<file path="src/rtl/sit_pkg.sv">
// ----------------------------------------------------------------------------
// sit_pkg
// Shared widths, product bundle type and relation codes for the segment
// intersection test.
// ----------------------------------------------------------------------------
`default_nettype none

package sit_pkg;

  localparam int COORD_BITS = 16;
  localparam int DIFF_BITS  = COORD_BITS + 1;
  localparam int PROD_BITS  = 2 * DIFF_BITS;
  localparam int SUM_BITS   = PROD_BITS + 1;
  localparam int REL_BITS   = 2;

  typedef logic signed [COORD_BITS-1:0] coord_t;
  typedef logic [REL_BITS-1:0] relation_t;

  localparam relation_t REL_DISJOINT = 2'd0;
  localparam relation_t REL_TOUCH    = 2'd1;
  localparam relation_t REL_CROSS    = 2'd2;

  // the four products of one vector pair u, v
  typedef struct packed {
    logic signed [PROD_BITS-1:0] xy;  // u.x * v.y
    logic signed [PROD_BITS-1:0] yx;  // u.y * v.x
    logic signed [PROD_BITS-1:0] xx;  // u.x * v.x
    logic signed [PROD_BITS-1:0] yy;  // u.y * v.y
  } prod_t;

endpackage

`default_nettype wire

</file>
<file path="src/rtl/sit_pair_prod.sv">
// ----------------------------------------------------------------------------
// sit_pair_prod
// Forms u = p - o and v = q - o and the four products needed for the cross
// and dot products of u and v.
// ----------------------------------------------------------------------------
`default_nettype none

module sit_pair_prod (
  input  sit_pkg::coord_t p_x,
  input  sit_pkg::coord_t p_y,
  input  sit_pkg::coord_t q_x,
  input  sit_pkg::coord_t q_y,
  input  sit_pkg::coord_t o_x,
  input  sit_pkg::coord_t o_y,
  output sit_pkg::prod_t  prod
);
  import sit_pkg::*;

  logic signed [DIFF_BITS-1:0] u_x;
  logic signed [DIFF_BITS-1:0] u_y;
  logic signed [DIFF_BITS-1:0] v_x;
  logic signed [DIFF_BITS-1:0] v_y;

  assign u_x = DIFF_BITS'(p_x) - DIFF_BITS'(o_x);
  assign u_y = DIFF_BITS'(p_y) - DIFF_BITS'(o_y);
  assign v_x = DIFF_BITS'(q_x) - DIFF_BITS'(o_x);
  assign v_y = DIFF_BITS'(q_y) - DIFF_BITS'(o_y);

  assign prod.xy = PROD_BITS'(u_x) * PROD_BITS'(v_y);
  assign prod.yx = PROD_BITS'(u_y) * PROD_BITS'(v_x);
  assign prod.xx = PROD_BITS'(u_x) * PROD_BITS'(v_x);
  assign prod.yy = PROD_BITS'(u_y) * PROD_BITS'(v_y);

endmodule

`default_nettype wire

</file>
<file path="config.mk">
export PLATFORM = sky130hd
export DESIGN_NAME = sit_pair_prod
export DESIGN_NICKNAME = d
export VERILOG_FILES = /design/src/rtl/sit_pkg.sv /design/src/rtl/sit_pair_prod.sv
export SDC_FILE = /design/constraint.sdc
export NUM_CORES = 2
export LEC_CHECK = 0
export BUFFER_PORTS_ARGS = -buffer_cell sky130_fd_sc_hd__buf_2
export CAP_MARGIN = 30
export CORE_AREA = 2 2 323 325
export DETAILED_ROUTE_END_ITERATION = 6
export DIE_AREA = 0 0 325 327
export SETUP_SLACK_MARGIN = 0.4
export SLEW_MARGIN = 25
export SYNTH_ARGS = -nofsm -noshare
export SYNTH_HDL_FRONTEND = slang
export SYNTH_SLANG_ARGS = --single-unit
export TNS_END_PERCENT = 5
</file>
<file path="constraint.sdc">
create_clock -name vclk -period 16.3
set_input_delay 0.815 -clock vclk [all_inputs]
set_output_delay 0.815 -clock vclk [all_outputs]
set_load 0.03 [all_outputs]
</file>
== After elaboration in Yosys (flattened, before gate mapping) ==
Index checks and enable logic that the tools add are counted.
Operators by class
  $add $sub $neg: 4
  $mul: 4
  div/mod/pow operators: 0
  order comparisons: 0
  equality and inequality tests: 0
  shift-type cells: 0
  multiplexer cells: 0
  bitwise operators: 0
  reductions and logical operators: 0
Operators by type and width (number)
  $mul 17x17->34: 4
  $sub 16x16->17: 4
Word-level totals
  bits in registers: 0
  bits in latches: 0
  memory bits (writable): 0
  ROM bits: 0
  bits of input ports: 96
  output and inout port bits: 136
  logic and storage cells: 8
  memories kept: 0

== Depth between registers and ports, before layout ==
  depth after elaboration: 2
  gate-level depth with buffers: 34
  depth with buffers taken out: 33

== Least setup slack after synthesis ==
Ideal clock, no wire load.
  kind: input to output
  start point: in p_y[0]
  end point: out prod[101] in the netlist's numbering
  data arrival time: 8627 ps
  required time: 15485 ps
  slack: 6858 ps
  stages: 33
  path buffers: 1
  path through: inv_1 -> ha_1 -> inv_1 -> fa_1 -> a21o_1 -> a21o_2 -> a21oi_1 -> o31a_1 -> o211ai_2 -> a21oi_1 -> xnor2_1 -> buf_2 -> nand2_1 -> fa_1 -> inv_1 -> fa_1 -> inv_1 -> fa_1 -> inv_1 -> fa_1 -> fa_1 -> inv_1 -> fa_1 -> inv_1 -> ha_1 -> nand4_1 -> o22a_1 -> a211oi_1 -> o31a_1 -> o31ai_1 -> a31oi_1 -> mux2i_1 -> a2111oi_2
RTL lines
  start, declared: RTL line sit_pair_prod.sv:10  | input sit_pkg::coord_t p_y,
  end, declared: RTL line sit_pair_prod.sv:15  | output sit_pkg::prod_t prod

==> out/qor.yml <==
drt_iter0_drc: 2305
ys.warnings.count: 0
vias_post_dr: 35600
io_buffers: 232
vias_per_cell: 5.27
grt_util_all_layers: 0.262
largest_net_degree_at_the_start_of_global_routing: 37
placement_rows: 118
timing.max_slew.rel_slack: 0.294
syn_area_sq_um: 45900
multi_input_area_sq_um: 40800
final_nets: 7074
design.die.area_sq_um: 106000
clkbuf_count: 0
rsz_0062_raised_after_global_routing: "false"
cts-hold-fix-buffers: 0
netlist_top_cells_area: "sky130_fd_sc_hd__fa_1 (52%), sky130_fd_sc_hd__ha_1 (11%), sky130_fd_sc_hd__inv_1 (10%)"
wire_length_of_the_first_global_routing_pass_mm: 216
worst-endpoint-required_ns: 15.49
drv_cap: 0
ff_latch_area_sq_um: 0
floorplan.initialDensity: 0.446
cts_resized: 0
seq_cell_count: 0
setup.worst_path.end_class: "primary output"
ant_nets: 0
yosysMostFrequentCell: "sky130_fd_sc_hd__inv_1"
finalSetupViolations: 0
min_period_ns: 10.65
die_w_um: 325
crit_fanout: 30
synth_nets: 6937
critPathLaunch: "q_y[0]"
core_area_sq_um: 103000
ys_top_cells_by_count: "sky130_fd_sc_hd__inv_1 (1280), sky130_fd_sc_hd__fa_1 (1188), sky130_fd_sc_hd__nand2_1 (633), sky130_fd_sc_hd__nor2_1 (561), sky130_fd_sc_hd__ha_1 (404)"
cp_slowest_cell: "sky130_fd_sc_hd__a211oi_1"
netlist-cell-type-count: 86
report.final.slew_viol_count: 0
timing.setup.tns_ns: 0
result_of_the_run: "completed"
netlist_instances: 5249
routed_wire_length_per_instance_um: 20.0
worst_slew_pin_slew_ns: 1.06
grt_remaining_overflow: 0
startpoint_type: "input port"
synth.yosys.seq_area_share: 0
final.fill_count: 10100
hp-class: "in2out"
boundaryPins: 232
crit_top_cell: "sky130_fd_sc_hd__fa_1"
first_global_vias: 38300
detailedPlacementHpwl_mm: 110
post-synth-top-area-cell: "sky130_fd_sc_hd__fa_1"
layout_worst_path_cycle_share: 0.653
syn-mean-instance-area_sq_um: 8.75
dieHeight_um: 327
gp_routability_congestion: 0.891
hold-worst-slack_ns: 2.26
layout_cells_sized_above_1: 0.0819
drt-pass1-iter-count: 5
drt-total-wl_mm: 136
setup.worst_path.end: "prod[134]"
postCtsSetupBuffers: 0
crit_path_max_incr_delay_ns: 0.69
worst-endpoint-arrival_ns: 9.83
yosysTopAreaCellShare: 0.518
drcViolationCount: 0
areaGrowthSynthToFinish_pct: 7.24
timing.final.hold_violations: 0
antenna_found_initial: 2
critPathKind: "in2out"
fmaxAchievable_mhz: 93.9
==> cells in the final DEF (no fill, tap or decap), types with 6 or more instances in the layout <==
cell	Yosys	routed
sky130_fd_sc_hd__nand4_1	10	10
sky130_fd_sc_hd__o211ai_1	8	8
sky130_fd_sc_hd__nand3b_1	6	6
sky130_fd_sc_hd__nor2_1	561	560
sky130_fd_sc_hd__nand2b_1	64	64
sky130_fd_sc_hd__buf_4	3	99
sky130_fd_sc_hd__ha_1	404	404
sky130_fd_sc_hd__nand3_1	44	44
sky130_fd_sc_hd__and2_1	63	63
sky130_fd_sc_hd__nand2_1	633	633
sky130_fd_sc_hd__buf_2	35	232
sky130_fd_sc_hd__nor2b_1	36	36
sky130_fd_sc_hd__xnor2_1	160	124
sky130_fd_sc_hd__mux2i_1	8	8
sky130_fd_sc_hd__and3_1	23	23
sky130_fd_sc_hd__o2111ai_1	6	6
sky130_fd_sc_hd__nor3_1	34	34
sky130_fd_sc_hd__xnor2_4	0	8
sky130_fd_sc_hd__a21oi_1	122	121
sky130_fd_sc_hd__xor2_1	61	50
sky130_fd_sc_hd__fa_1	1188	1188
sky130_fd_sc_hd__a21o_1	59	59
sky130_fd_sc_hd__o21a_1	28	28
sky130_fd_sc_hd__or3_1	9	9
sky130_fd_sc_hd__o31a_1	7	7
sky130_fd_sc_hd__o21ai_0	64	64
sky130_fd_sc_hd__xor2_2	1	11
sky130_fd_sc_hd__o21bai_1	12	12
sky130_fd_sc_hd__inv_1	1280	1280
sky130_fd_sc_hd__o31ai_1	6	6
sky130_fd_sc_hd__xnor2_2	0	28
sky130_fd_sc_hd__or2_2	20	20
sky130_fd_sc_hd__a31oi_1	14	14
sky130_fd_sc_hd__a211oi_1	22	22
==> stage by stage <==
step	std cells	area [sq um]	setup WS, ns	util
floorplan	5249	45900	6.86	-
global placement	6760	49100	5.80	0.477
detailed placement	6761	49200	5.66	0.478
CTS	6761	49200	5.64	0.478
global route	6764	49300	5.11	0.479
finish	6766	49300	5.65	0.479
==> worst min path at each step <==
stage	start	endpoint	slack, ns	cells past startpoint
6_report	o_x[0]	prod[34]	2.26	4
4_1_cts	o_x[0]	prod[34]	2.29	4
5_1_grt	o_x[0]	prod[34]	2.31	4
3_3_place_gp	o_x[0]	prod[34]	2.30	4
2_1_floorplan	o_y[0]	prod[102]	2.08	3
3_5_place_dp	o_x[0]	prod[34]	2.29	4
==> critical path, delay by kind of cell <==
kind / cells / cell delay (ns)
AO/OA/AOI/OAI: 11 / 2.93
XOR/XNOR: 1 / 0.37
adder cells (fa/ha/maj): 9 / 3.99
buffers and inverters: 7 / 0.98
multiplexers: 1 / 0.37
AND/OR/NAND/NOR: 3 / 0.33
==> cell families after synthesis <==
logic type                 count (synthesis)  share of synthesized area
xor gates and xnor gates                 222                     0.0425
AOI/OAI and AO/OA                        416                     0.0617
muxes                                      9                    0.00199
adders and majority gates               1592                      0.628
and+or+nand+nor                         1530                      0.143
buffers and inverters                   1480                      0.123
==> layer usage <==
metal / vias to the layer above / GRT usage / part of all wire
met4: 2 / 0.0749 / 0.034
met5: - / 0 / 0.000052
met3: 277 / 0.0523 / 0.089
met2: 1389 / 0.452 / 0.49
li1: 15700 / - / -
met1: 18200 / 0.336 / 0.39
==> final cells by class <==
type,count,share of cell area
well taps,1380,0.0350
inverters,1281,0.0976
multi-input cells,3769,0.827
diodes,2,0.000102
repair buffers,334,0.0400
