File: src/rtl/sit_pkg.sv
// ----------------------------------------------------------------------------
// sit_pkg
// Shared widths, product bundle type and relation codes for the segment
// intersection test.
// ----------------------------------------------------------------------------
`default_nettype none

package sit_pkg;

  localparam int COORD_BITS = 16;
  localparam int DIFF_BITS  = COORD_BITS + 1;
  localparam int PROD_BITS  = 2 * DIFF_BITS;
  localparam int SUM_BITS   = PROD_BITS + 1;
  localparam int REL_BITS   = 2;

  typedef logic signed [COORD_BITS-1:0] coord_t;
  typedef logic [REL_BITS-1:0] relation_t;

  localparam relation_t REL_DISJOINT = 2'd0;
  localparam relation_t REL_TOUCH    = 2'd1;
  localparam relation_t REL_CROSS    = 2'd2;

  // the four products of one vector pair u, v
  typedef struct packed {
    logic signed [PROD_BITS-1:0] xy;  // u.x * v.y
    logic signed [PROD_BITS-1:0] yx;  // u.y * v.x
    logic signed [PROD_BITS-1:0] xx;  // u.x * v.x
    logic signed [PROD_BITS-1:0] yy;  // u.y * v.y
  } prod_t;

endpackage

`default_nettype wire

File: src/rtl/sit_classify.sv
// ----------------------------------------------------------------------------
// sit_classify
// Turns the registered products of the four vector pairs into exact cross
// and dot signs and picks the relation code.
// ----------------------------------------------------------------------------
`default_nettype none

module sit_classify (
  input  sit_pkg::prod_t     prods [4],
  input  logic               kind,
  output sit_pkg::relation_t relation
);
  import sit_pkg::*;

  logic signed [SUM_BITS-1:0] cross_v [4];
  logic signed [SUM_BITS-1:0] dot_v   [4];
  logic [3:0] neg;
  logic [3:0] zero;
  logic [3:0] touch;
  logic       proper;

  always_comb begin
    for (int i = 0; i < 4; i++) begin
      cross_v[i] = SUM_BITS'($signed(prods[i].xy)) - SUM_BITS'($signed(prods[i].yx));
      dot_v[i]   = SUM_BITS'($signed(prods[i].xx)) + SUM_BITS'($signed(prods[i].yy));
      neg[i]     = cross_v[i][SUM_BITS-1];
      zero[i]    = (cross_v[i] == '0);
      // collinear and between the two ends
      touch[i]   = zero[i] && (dot_v[i][SUM_BITS-1] || (dot_v[i] == '0));
    end
  end

  // both endpoint pairs strictly on opposite sides
  assign proper = !zero[0] && !zero[1] && (neg[0] != neg[1]) &&
                  !zero[2] && !zero[3] && (neg[2] != neg[3]);

  always_comb begin
    if (kind) begin
      // pair 0 is (b - c, a - c): c on segment a-b
      relation = touch[0] ? REL_TOUCH : REL_DISJOINT;
    end else if (proper) begin
      relation = REL_CROSS;
    end else if (|touch) begin
      relation = REL_TOUCH;
    end else begin
      relation = REL_DISJOINT;
    end
  end

endmodule

`default_nettype wire

File: config.mk
export PLATFORM = sky130hd
export DESIGN_NAME = sit_classify
export DESIGN_NICKNAME = d
export VERILOG_FILES = /design/src/rtl/sit_pkg.sv /design/src/rtl/sit_classify.sv
export SDC_FILE = /design/constraint.sdc
export NUM_CORES = 1
export LEC_CHECK = 0
export ABC_AREA = 1
export BUFFER_PORTS_ARGS = -buffer_cell sky130_fd_sc_hd__clkbuf_2
export CELL_PAD_IN_SITES_DETAIL_PLACEMENT = 2
export CELL_PAD_IN_SITES_GLOBAL_PLACEMENT = 2
export CORE_MARGIN = 5
export CORE_UTILIZATION = 26
export DETAILED_ROUTE_END_ITERATION = 8
export GPL_ROUTABILITY_DRIVEN = 1
export PLACE_DENSITY_LB_ADDON = 0.1
export SKIP_LAST_GASP = 1
export SYNTH_ARGS = -nofsm -noshare
export SYNTH_HDL_FRONTEND = slang
export SYNTH_SLANG_ARGS = --single-unit
File: constraint.sdc
create_clock -name vclk -period 3.16
set_input_delay 0.316 -clock vclk [all_inputs]
set_output_delay 0.316 -clock vclk [all_outputs]
set_load 0.01 [all_outputs]
Word level (Yosys, flattened, before mapping)
Index checks and enable logic that the tools add are counted.
Widths: inputs -> output; s select.
{"block": "word_totals", "reg_bits": 0, "in_bits": 545, "output_inout_bits": 2, "wordCells": 40}
{"block": "op_classes", "addsub": 8, "n_eq_ne": 2, "muxes": 4, "n_reduce_logical": 26}
{"cell": "$logic_not 35->1", "count": 8}
{"cell": "$add 34x34->35", "count": 4}
{"cell": "$sub 34x34->35", "count": 4}
{"cell": "$logic_and 1x1->1", "count": 9}
{"cell": "$logic_not 1->1", "count": 4}
{"cell": "$logic_or 1x1->1", "count": 4}
{"cell": "$mux 2", "count": 2}
{"cell": "$reduce_or 4->1", "count": 1}
{"cell": "$mux 1", "count": 2}
{"cell": "$ne 1x1->1", "count": 2}

Depth between registers and ports, before layout
Gate-level depths: netlist (run 1).
{"block": "depth", "word_depth": 10, "depth_mapped": 24}

Least setup slack after synthesis (run 1)
Ideal clock, no wire load.
{"block": "synth_path", "kind": "input -> output", "startpoint": "input port prods[272] in the netlist's numbering", "endpoint": "output port relation[0]", "t_arrival_ns": 2.283, "required_time_ns": 2.844, "slack_ns": 0.561, "cell_stages": 22, "n_path_buf": 0, "path_cell_list": "ha_1 > inv_1 > fa_1 > inv_1 > nand3_1 > nand3_1 > nand2_1 > nand2_1 > nand2_1 > nand2_1 > nand2_1 > nand3_1 > nand2_1 > nor2_1 > nand2_1 > nor2_1 > nand4_1 > nand2_1 > nand2_1 > nand3_1 > nand2_1 > nand2_1"}
{"block": "synth_via", "elab_chain_cells": 8}
{"item": "start, declared", "line": "sit_classify.sv:9", "rtl": "input sit_pkg::prod_t prods [4],"}
{"item": "$add 34x34->35 *", "line": "sit_classify.sv:25", "rtl": "dot_v[i] = SUM_BITS'($signed(prods[i].xx)) + SUM_BITS'($signed(prods[i].yy));"}
{"item": "$logic_not 35->1", "line": "sit_classify.sv:29", "rtl": "touch[i] = zero[i] && (dot_v[i][SUM_BITS-1] || (dot_v[i] == '0));"}
{"item": "$logic_or 1x1->1 *", "line": "sit_classify.sv:29"}
{"item": "$logic_and 1x1->1 *", "line": "sit_classify.sv:29"}
{"item": "$reduce_or 4->1 *", "line": "sit_classify.sv:43", "rtl": "end else if (|touch) begin"}
{"item": "$mux 1 *", "line": "sit_classify.sv:43"}
{"item": "$mux 2 *", "line": "sit_classify.sv:41", "rtl": "end else if (proper) begin"}
{"item": "$mux 2 *", "line": "sit_classify.sv:38", "rtl": "if (kind) begin"}
{"item": "end, declared", "line": "sit_classify.sv:11", "rtl": "output sit_pkg::relation_t relation"}
Mark *: on every way between the ends. The rest lies on a longest branch, timed or not.

Worst setup path in the final report (run 1)
{"block": "layout_path", "startpoint": "input port prods[88] in the netlist's numbering", "endpoint": "output port relation[0]"}
{"block": "layout_via", "elab_chain_cells": 7, "word_cells_on_any_way": 11}
{"item": "$sub 34x34->35 *", "line": "sit_classify.sv:24", "rtl": "cross_v[i] = SUM_BITS'($signed(prods[i].xy)) - SUM_BITS'($signed(prods[i].yx));"}
{"item": "$logic_not 35->1", "line": "sit_classify.sv:27", "rtl": "zero[i] = (cross_v[i] == '0);"}
{"item": "$logic_and 1x1->1 / $logic_not 1->1 (equally long branches)", "line": "sit_classify.sv:29, sit_classify.sv:35"}
{"item": "$reduce_or 4->1 / $logic_and 1x1->1 (equally long branches)", "line": "sit_classify.sv:43, sit_classify.sv:35"}
{"item": "$mux 1 / $logic_and 1x1->1 (equally long branches)", "line": "sit_classify.sv:43, sit_classify.sv:35"}
{"item": "$mux 2 *", "line": "sit_classify.sv:41"}
{"item": "$mux 2 *", "line": "sit_classify.sv:38"}
Marked as above.

==> results.cfg, run 1 <==
[timing]
tns_ns = -0.727
period_share = 1.13
fin_ws_ns = -0.403
grt_setup_unrepaired = yes
max_clock_freq_mhz = 281
fin_crit_ns = 3.56
slew_viol_final = 0
hold_viol = 0
whs_ns = 0.933
worst_slew_pin_slew_ns = 0.488
setup_viol = 2
relSlewSlack = 0.672

[power]
irDropWorstVdd_mv = 0.0802
total_power_uw = 8600
p_leak_uw = 0.0205
power.density_nw_per_um2 = 235

[route]
wl_per_cell_um = 26.3
ant_nets = 0
vias_per_cell = 5.39
vias = 38500
drt_iter0_drc = 2310
drc_errors = 0
dr.pass1.iters = 5
drt-total-wl_um = 188000

[final_layout]
layoutNonFillerInstCount = 7137
clkbuf_count = 0
drive_above_1_share = 0.387
seq_cells = 0
ff_latch_area_um2 = 0
layout.nets = 6779
areaGrowthSynthToFinish_pct = 65.1

[place]
post-place-cells = 7036
io_buffers = 547
hpwl_um = 118000
place.gp.congestion = 0.947

[floorplanning]
initial_core_util = 0.261
placementRows = 107
die_y_um = 302
core-area_um2 = 85000
die_w_um = 302
ioPinCount = 547
die-area_um2 = 91400

[yosys]
synth.avg_cell_area_um2 = 4.75
ys_seq_area_frac = 0
netlist_instances = 4679
synth.area.top_cells = nand2_1 (30%), inv_1 (16%), ha_1 (15%)
yosys.area.top_type = nand2_1
yosysWarnings = 0
yosysMostFrequentCell = nand2_1
syn-cell-area_um2 = 22200
yosysTopAreaCellShare = 0.300
synth_common_cells = nand2_1 (1,774), inv_1 (948), nor2_1 (575)
ys_types = 43
syn_nets = 5500

[global_route]
antenna_found_initial = 44
grt_use_met1 = 0.352
grt_pass1_vias = 40700
grt_start_max_net_pins = 7
grt_pass1_wl_um = 225000
grt_usage = 0.307
gr-usage-met2 = 0.572
grt-busiest-layer = met2
overflow = 0
use_met3 = 0.0392

[worst_setup_path]
start_kind = primary input
crit_required_ns = 2.84
cp.arrival_ns = 3.25
cp_max_fo = 4
path_class = primary input to output port
critPathCaptureType = output port

[worst_hold_path]
whs_path_depth = 3
worstHoldEndpoint = relation[1]
hold_class = primary input to output port
min-delay-start = kind

[status]
status = complete, but fails checks
violations = setup timing

[job]
cap_violations = 0
-- placed cells by master (no fill, tap or decap), types with 11 or more instances in the layout --
cell type  synthesis  final
a21oi_1          268    154
a21oi_2            7    109
a21oi_4            0     12
buf_4              0    724
clkbuf_2           0    537
diode_2            0     37
ha_1             272    116
ha_2               0     37
ha_4               0    119
inv_1            948    877
inv_2              6     75
nand2_1         1774   1471
nand2_2           20    278
nand2_4            0     45
nand3_1          319    258
nand3_2            5     58
nand3b_1          29     29
nand4_1           82     82
nor2_1           575    392
nor2_2             8    150
nor2_4             0     41
nor3_1            63     36
nor3_2             6     27
o21a_1            16     16
o21ai_0           96     72
o21ai_1           16     28
o21ai_2            2     14
o21bai_1          23     18
xnor2_1           29     16
xnor2_2            0     11
xor2_1            53     49
-- where the power goes --
group | leakage (uW) | switching [uW] | internal [uW]
combinational | 0.0205 | 5250 | 3350
clock | 0.000000235 | 0 | 0.00158
sequential | 0 | 0 | 0
total | 0.0205 | 5250 | 3350
-- how the worst max path moves through the flow --
| stage | startpoint | end | slack [ns] | cells past startpoint |
|---|---|---|---|---|
| finish | prods[88] | relation[0] | -0.40 | 22 |
| global route | prods[88] | relation[0] | -0.52 | 22 |
| CTS | prods[34] | relation[0] | -0.008 | 21 |
| detailed placement | prods[0] | relation[0] | -0.56 | 25 |
| global placement | prods[0] | relation[0] | -0.50 | 22 |
| floorplan | prods[272] | relation[0] | 0.56 | 22 |
-- through the flow --
step | worst slack [ns] | area [um^2] | util
floorplan | 0.561 | 22200 | -
global placement | -0.501 | 31400 | 0.369
detailed placement | -0.563 | 31400 | 0.369
CTS | -0.00843 | 33500 | 0.394
global route | -0.520 | 36600 | 0.431
finish | -0.403 | 36700 | 0.431
-- per-layer routing --
metal / up-vias / share of wire
li1: 17100 / -
met5: - / 0.00072
met2: 1617 / 0.49
met4: 20 / 0.061
met3: 630 / 0.063
met1: 19100 / 0.38
-- cell type report --
cell class / count / area, um^2
fill: 10900 / 48400
multi-input combinational: 3724 / 23300
timing repair buffer: 1277 / 8290
inverter: 955 / 3590
tap: 1144 / 1430
antenna: 37 / 92.6
-- cells by family (layout without fill, tap and decap cells) --
family,after synthesis,after routing,synth area share
fa+ha+maj,276,276,0.157
buf+inv,955,2232,0.161
mux,1,1,0.000451
xor+xnor,82,82,0.0323
other cells,0,37,0
simple gates,2913,2913,0.538
compound gates,452,452,0.111
-- worst max-delay path, cell delays in order --
cell      delay, ns
clkbuf_2       0.14
inv_1          0.12
ha_4           0.33
nand2_4        0.07
inv_1          0.11
buf_4          0.13
nand2_1        0.12
nor2_1         0.25
and2_1         0.18
nand2_1        0.09
nand3_1        0.10
nand2_1        0.10
nor2_1         0.13
nand2_1        0.10
nor2_1         0.12
nand4_1        0.18
nor2_2         0.18
nand2_2        0.08
nand3_2        0.10
nand2_2        0.09
nand2_4        0.10
buf_6          0.11
-- timing repair --
action / 4_1_cts / 5_1_grt
hold buffers: 0 / 0
resized for setup: 415 / 752
setup endpoints to repair: 2 / 2
cloned: 0 / 0
setup buffers: 18 / 47
endpoints found under the hold margin: 0 / 0
pin swaps: 81 / 224
Power figures use the tool's default switching activity.
==> inputs of run 2 (changes only) <==
Settings changed: CORE_UTILIZATION 26 to 28.
Clock period 3.16 ns to 4.6 ns, I/O delays scaled along.
==> run 2 against run 1 <==
Against the previous run: critical path depth grew 2; hold slack improved by 0.25 ns; sequential share of layout area did not move; non-clock buffer count down 728; via count decreased by 19%; largest power group unchanged; the flow now finishes without violations; wire length fell by 40%; critical endpoint unchanged; design area shrank 28%; die area decreased by 6.9%; total power down 59%; largest cell class unchanged; global-route usage fell by 5.7 points; utilization decreased by 9.8 points; setup slack improved by 0.84 ns; critical path type unchanged.
==> results.cfg, run 2 (same netlist as run 1, synthesis figures left out) <==
[status]
status = complete, no violations

[cts]
post_cts_resize_count = 0
ctsHoldBuffers = 0
cts_setup_buffers = 0

[route]
dr.pass1.iters = 5
wl_met2_um = 55200
wl_per_cell_um = 17.9
drc_errors = 0
routed.top_layer = met5
m1WireLength_um = 51000
route.met3.wl_um = 4610
vias_per_cell = 4.94
drt_iter0_drc = 1054
ant_nets = 0
vias = 31100
drt-total-wl_um = 113000

[timing]
tns_ns = 0
period_share = 0.906
worst_slew_pin_slew_ns = 0.693
relSlewSlack = 0.534
hold_viol = 0
max_clock_freq_mhz = 240
slew_viol_final = 0
setup_viol = 0
fin_crit_ns = 4.17
grt_setup_unrepaired = no

[job]
cap_violations = 0

[floorplanning]
initial_core_util = 0.282
die_w_um = 292
die-area_um2 = 85000
placementRows = 103
ioPinCount = 547
core-area_um2 = 78900
die_y_um = 292

[worst_hold_path]
worstHoldEndpoint = relation[1]
min-delay-start = kind
hold_class = primary input to output port
whs_path_depth = 3

[place]
hpwl_um = 106000
io_buffers = 547
place.gp.congestion = 0.952
place_area_um2 = 26300
post-place-cells = 6278

[worst_setup_path]
path_class = primary input to output port
cp_max_fo = 4
cp.arrival_ns = 3.71
crit_required_ns = 4.14
start_kind = primary input
critPathCaptureType = output port

[final_layout]
layoutNonFillerInstCount = 6295
nFillCells = 11000
seq_cells = 0
drive_above_1_share = 0.116
layout.nets = 6051
final_area_um2 = 26300
layout_common_cells = nand2_1 (1,774), inv_1 (948), nor2_1 (575), clkbuf_2 (547), nand3_1 (319)
ff_latch_area_um2 = 0
areaGrowthSynthToFinish_pct = 18.5
clkbuf_count = 0
final_common_cell = nand2_1

[power]
irDropWorstVdd_mv = 0.0473
total_power_uw = 3510
p_leak_uw = 0.0165
power.density_nw_per_um2 = 133

[global_route]
grt_start_max_net_pins = 8
antenna_found_initial = 19
grt_pass1_vias = 33100
grt_pass1_wl_um = 175000
overflow = 0
grt_usage = 0.249
==> run 2: area by class of cell <==
| type | count | area [um^2] | share of cell area |
|---|---|---|---|
| multi-input combinational | 3724 | 18600 | 0.708 |
| inverter | 955 | 3580 | 0.136 |
| timing repair buffer | 549 | 2750 | 0.105 |
| tap | 1050 | 1310 | 0.0499 |
| antenna | 17 | 42.5 | 0.00162 |
==> run 2: worst max path at each step <==
stage / from / to / slack, ns / cells past startpoint
after floorplan: prods[272] / relation[0] / 1.71 / 22
after global placement: prods[272] / relation[0] / 0.43 / 24
after detailed placement: prods[272] / relation[0] / 0.37 / 24
after CTS: prods[272] / relation[0] / 0.35 / 24
after global routing: prods[272] / relation[0] / 0.21 / 24
final: prods[272] / relation[0] / 0.43 / 24
==> run 2: metrics by stage <==
stage                     setup WS (ns)  hold WS (ns)  utilization
after global placement            0.434          1.17        0.333
after detailed placement          0.366          1.19        0.333
after CTS                         0.347          1.19        0.333
after floorplan                    1.71         0.951            -
after global routing              0.212          1.21        0.333
final                             0.433          1.18        0.334
==> run 2: power breakdown <==
group	switching, uW	internal, uW	total [uW]
Combinational	2320	1180	3510
Clock	0	0.000499	0.000499
Sequential	0	0	0
Total	2320	1180	3510
==> run 2: per-layer routing <==
layer / track usage / up-vias
met5: 0 / -
met4: 0.0408 / 12
met3: 0.0197 / 94
met2: 0.460 / 519
met1: 0.323 / 14900
li1: - / 15600
==> run 2: worst max-delay path, cell delays in order <==
cell and delay, ns:
clkbuf_2 0.08, ha_1 0.38, inv_1 0.10, fa_1 0.45
inv_1 0.14, nand3_1 0.08, nand3_1 0.17, nand2_1 0.08
nand2_1 0.11, nand2_1 0.07, nand2_1 0.17, nand2_1 0.12
nand3_1 0.09, nand2_1 0.07, nor2_1 0.11, nand2_1 0.07
nor2_1 0.12, nand4_1 0.11, nand2_1 0.14, nand2_1 0.11
nand3_1 0.14, nand2_1 0.07, nand2_1 0.10, clkbuf_2 0.15
==> inputs of run 3 (changes only) <==
Settings changed: ABC_AREA 1 to 0, CORE_UTILIZATION 28 to 29, REMOVE_ABC_BUFFERS from default to 1.
==> run 3 against run 2 <==
Against the previous run: the run now ends with setup timing left; non-clock buffer count is 276 higher; count of clock-buffer cells in the layout stayed put; setup slack got worse by 0.50 ns; wire length down 19%; global-route usage is 1.4 points higher; total power shrank 5.2%; final cell count decreased by 35%; sequential cell count stayed put; fmax down 11%; synthesized cell count fell by 45%; sequential share of layout area stayed put; highest routed layer unchanged.
==> results.cfg, run 3 <==
[floorplanning]
placementRows = 87
die_y_um = 250
ioPinCount = 547
die_w_um = 250
initial_core_util = 0.294
die-area_um2 = 62400
core-area_um2 = 56700

[route]
drt_iter0_drc = 926
vias_per_cell = 5.71
ant_nets = 0
drc_errors = 0
wl_per_cell_um = 22.4
drt-total-wl_um = 91200
vias = 23300
dr.pass1.iters = 4

[yosys]
synth_common_cells = ha_1 (272), a21oi_1 (261), inv_1 (232)
ys_seq_area_frac = 0
synth_xor_area_frac = 0.0531
synthMuxAreaShare = 0.0217
synth_compound_area_frac = 0.375
synthAdderAreaFrac = 0.209
yosys.area.top_type = ha_1
synth.avg_cell_area_um2 = 6.50
ys_types = 93
syn-cell-area_um2 = 16700
yosysMostFrequentCell = ha_1
synth-simple-area-share = 0.270
synth.area.top_cells = ha_1 (20%), a21oi_1 (7.8%), inv_1 (5.2%)
synth_top_family_by_area = compound AO/OA/AOI/OAI gates
yosysWarnings = 0
yosysTopAreaCellShare = 0.204
netlist_instances = 2565

[power]
irDropWorstVdd_mv = 0.0605
total_power_uw = 3330
p_leak_uw = 0.0113
power.density_nw_per_um2 = 145

[worst_setup_path]
start_kind = primary input
crit_required_ns = 4.14
cp.arrival_ns = 4.21
path_class = primary input to output port
startpoint = prods[3]
critPathCaptureType = output port
cp_max_fo = 5

[final_layout]
final_core_util = 0.405
final_common_cell = clkbuf_2
layoutNonFillerInstCount = 4082
clkbuf_count = 0
multi_input_area_um2 = 16200
layout.nets = 4132
seq_cells = 0
drive_above_1_share = 0.295
nFillCells = 6980
areaGrowthSynthToFinish_pct = 37.7
ff_latch_area_um2 = 0
layout_common_cells = clkbuf_2 (543), buf_4 (277), ha_1 (263), a21oi_1 (251), inv_1 (227)
final_area_um2 = 23000

[timing]
relSlewSlack = 0.512
slew_viol_final = 0
fin_crit_ns = 4.67
grt_setup_unrepaired = yes
hold_viol = 0
period_share = 1.02
max_clock_freq_mhz = 214
fin_ws_ns = -0.0712
worst_slew_pin_slew_ns = 0.722
whs_ns = 1.24
setup_viol = 1

[place]
place_area_um2 = 22100
post-place-cells = 4059
hpwl_um = 80600
place.gp.congestion = 0.962
io_buffers = 547

[global_route]
antenna_found_initial = 22
overflow = 0
grt_pass1_vias = 25300
grt_start_max_net_pins = 14
grt_usage = 0.263
grt_pass1_wl_um = 137000

[cts]
ctsHoldBuffers = 0

[job]
cap_violations = 0

[worst_hold_path]
worstHoldEndpoint = relation[0]
min-delay-start = kind
whs_path_depth = 3
hold_class = primary input to output port

[status]
status = complete, but fails checks
violations = setup timing
==> run 3: cell count changes after synthesis, moves of 31 or more <==
cell      delta
o21ai_0     +76
nor2_1     -374
inv_1      -716
a21o_1      +68
o211ai_1    +34
a31oi_1     +36
nand2_1   -1560
o21a_1      +40
nand3_1    -260
or3_1       +31
nand2b_1    +51
clkbuf_1    +74
a211oi_1    +34
nor2b_1     +41
==> run 3: timing repair <==
action,4_1_cts,5_1_grt
endpoints found under the setup margin,2,2
resized for setup,68,95
gates cloned,0,0
pin swaps,35,56
buffers inserted,1,6
==> run 3: cell families (layout without fill, tap and decap cells) <==
family	Yosys count	in the layout
fa+ha+maj	276	276
compound gates	945	945
other cells	0	17
buf+inv	314	1058
xor+xnor	101	101
simple gates	894	894
mux	35	35
==> run 3: where the power goes <==
part	switching, uW	internal [uW]
logic	1890	1440
clock network	0	0.000496
registers	0	0
==> run 3: cell type report <==
class,instances,share of cell area
well taps,756,0.0412
multi-input cells,2251,0.707
repair buffers,825,0.212
diodes,17,0.00185
inverters,233,0.0381
==> run 3: worst max path at each step <==
stage | endpoint | slack, ns | cells after the start
after detailed placement | relation[0] | -0.65 | 18
final | relation[0] | -0.07 | 15
after global placement | relation[0] | -0.60 | 18
after floorplan | relation[0] | 0.44 | 14
after CTS | relation[0] | -0.10 | 18
after global routing | relation[0] | -0.26 | 18
==> run 3: critical path, stage by stage <==
cell       delay, ns
clkbuf_2        0.09
ha_1            0.33
o21ai_0         0.43
a21oi_4         0.10
o211a_1         0.29
or4_1           0.48
and2_1          0.25
o311ai_1        0.26
o221a_2         0.23
nand4_1         0.08
or4_2           0.67
nand2_1         0.11
a222oi_1        0.13
o2bb2ai_4       0.17
buf_8           0.13
==> run 3: per-stage QoR <==
stage,setup TNS [ns],setup slack (ns)
detailed placement,-0.933,-0.652
finish,-0.0712,-0.0712
global placement,-0.871,-0.598
global route,-0.359,-0.264
CTS,-0.100,-0.100
floorplan,0,0.439
==> run 3: metal layers <==
layer,track usage,up-vias,routed length [um],part of all wire
met5,0,-,115,0.0013
met4,0.0618,18,2510,0.027
met3,0.0334,130,3990,0.044
met2,0.492,531,46000,0.50
met1,0.320,11400,38700,0.42
li1,-,11200,-,-
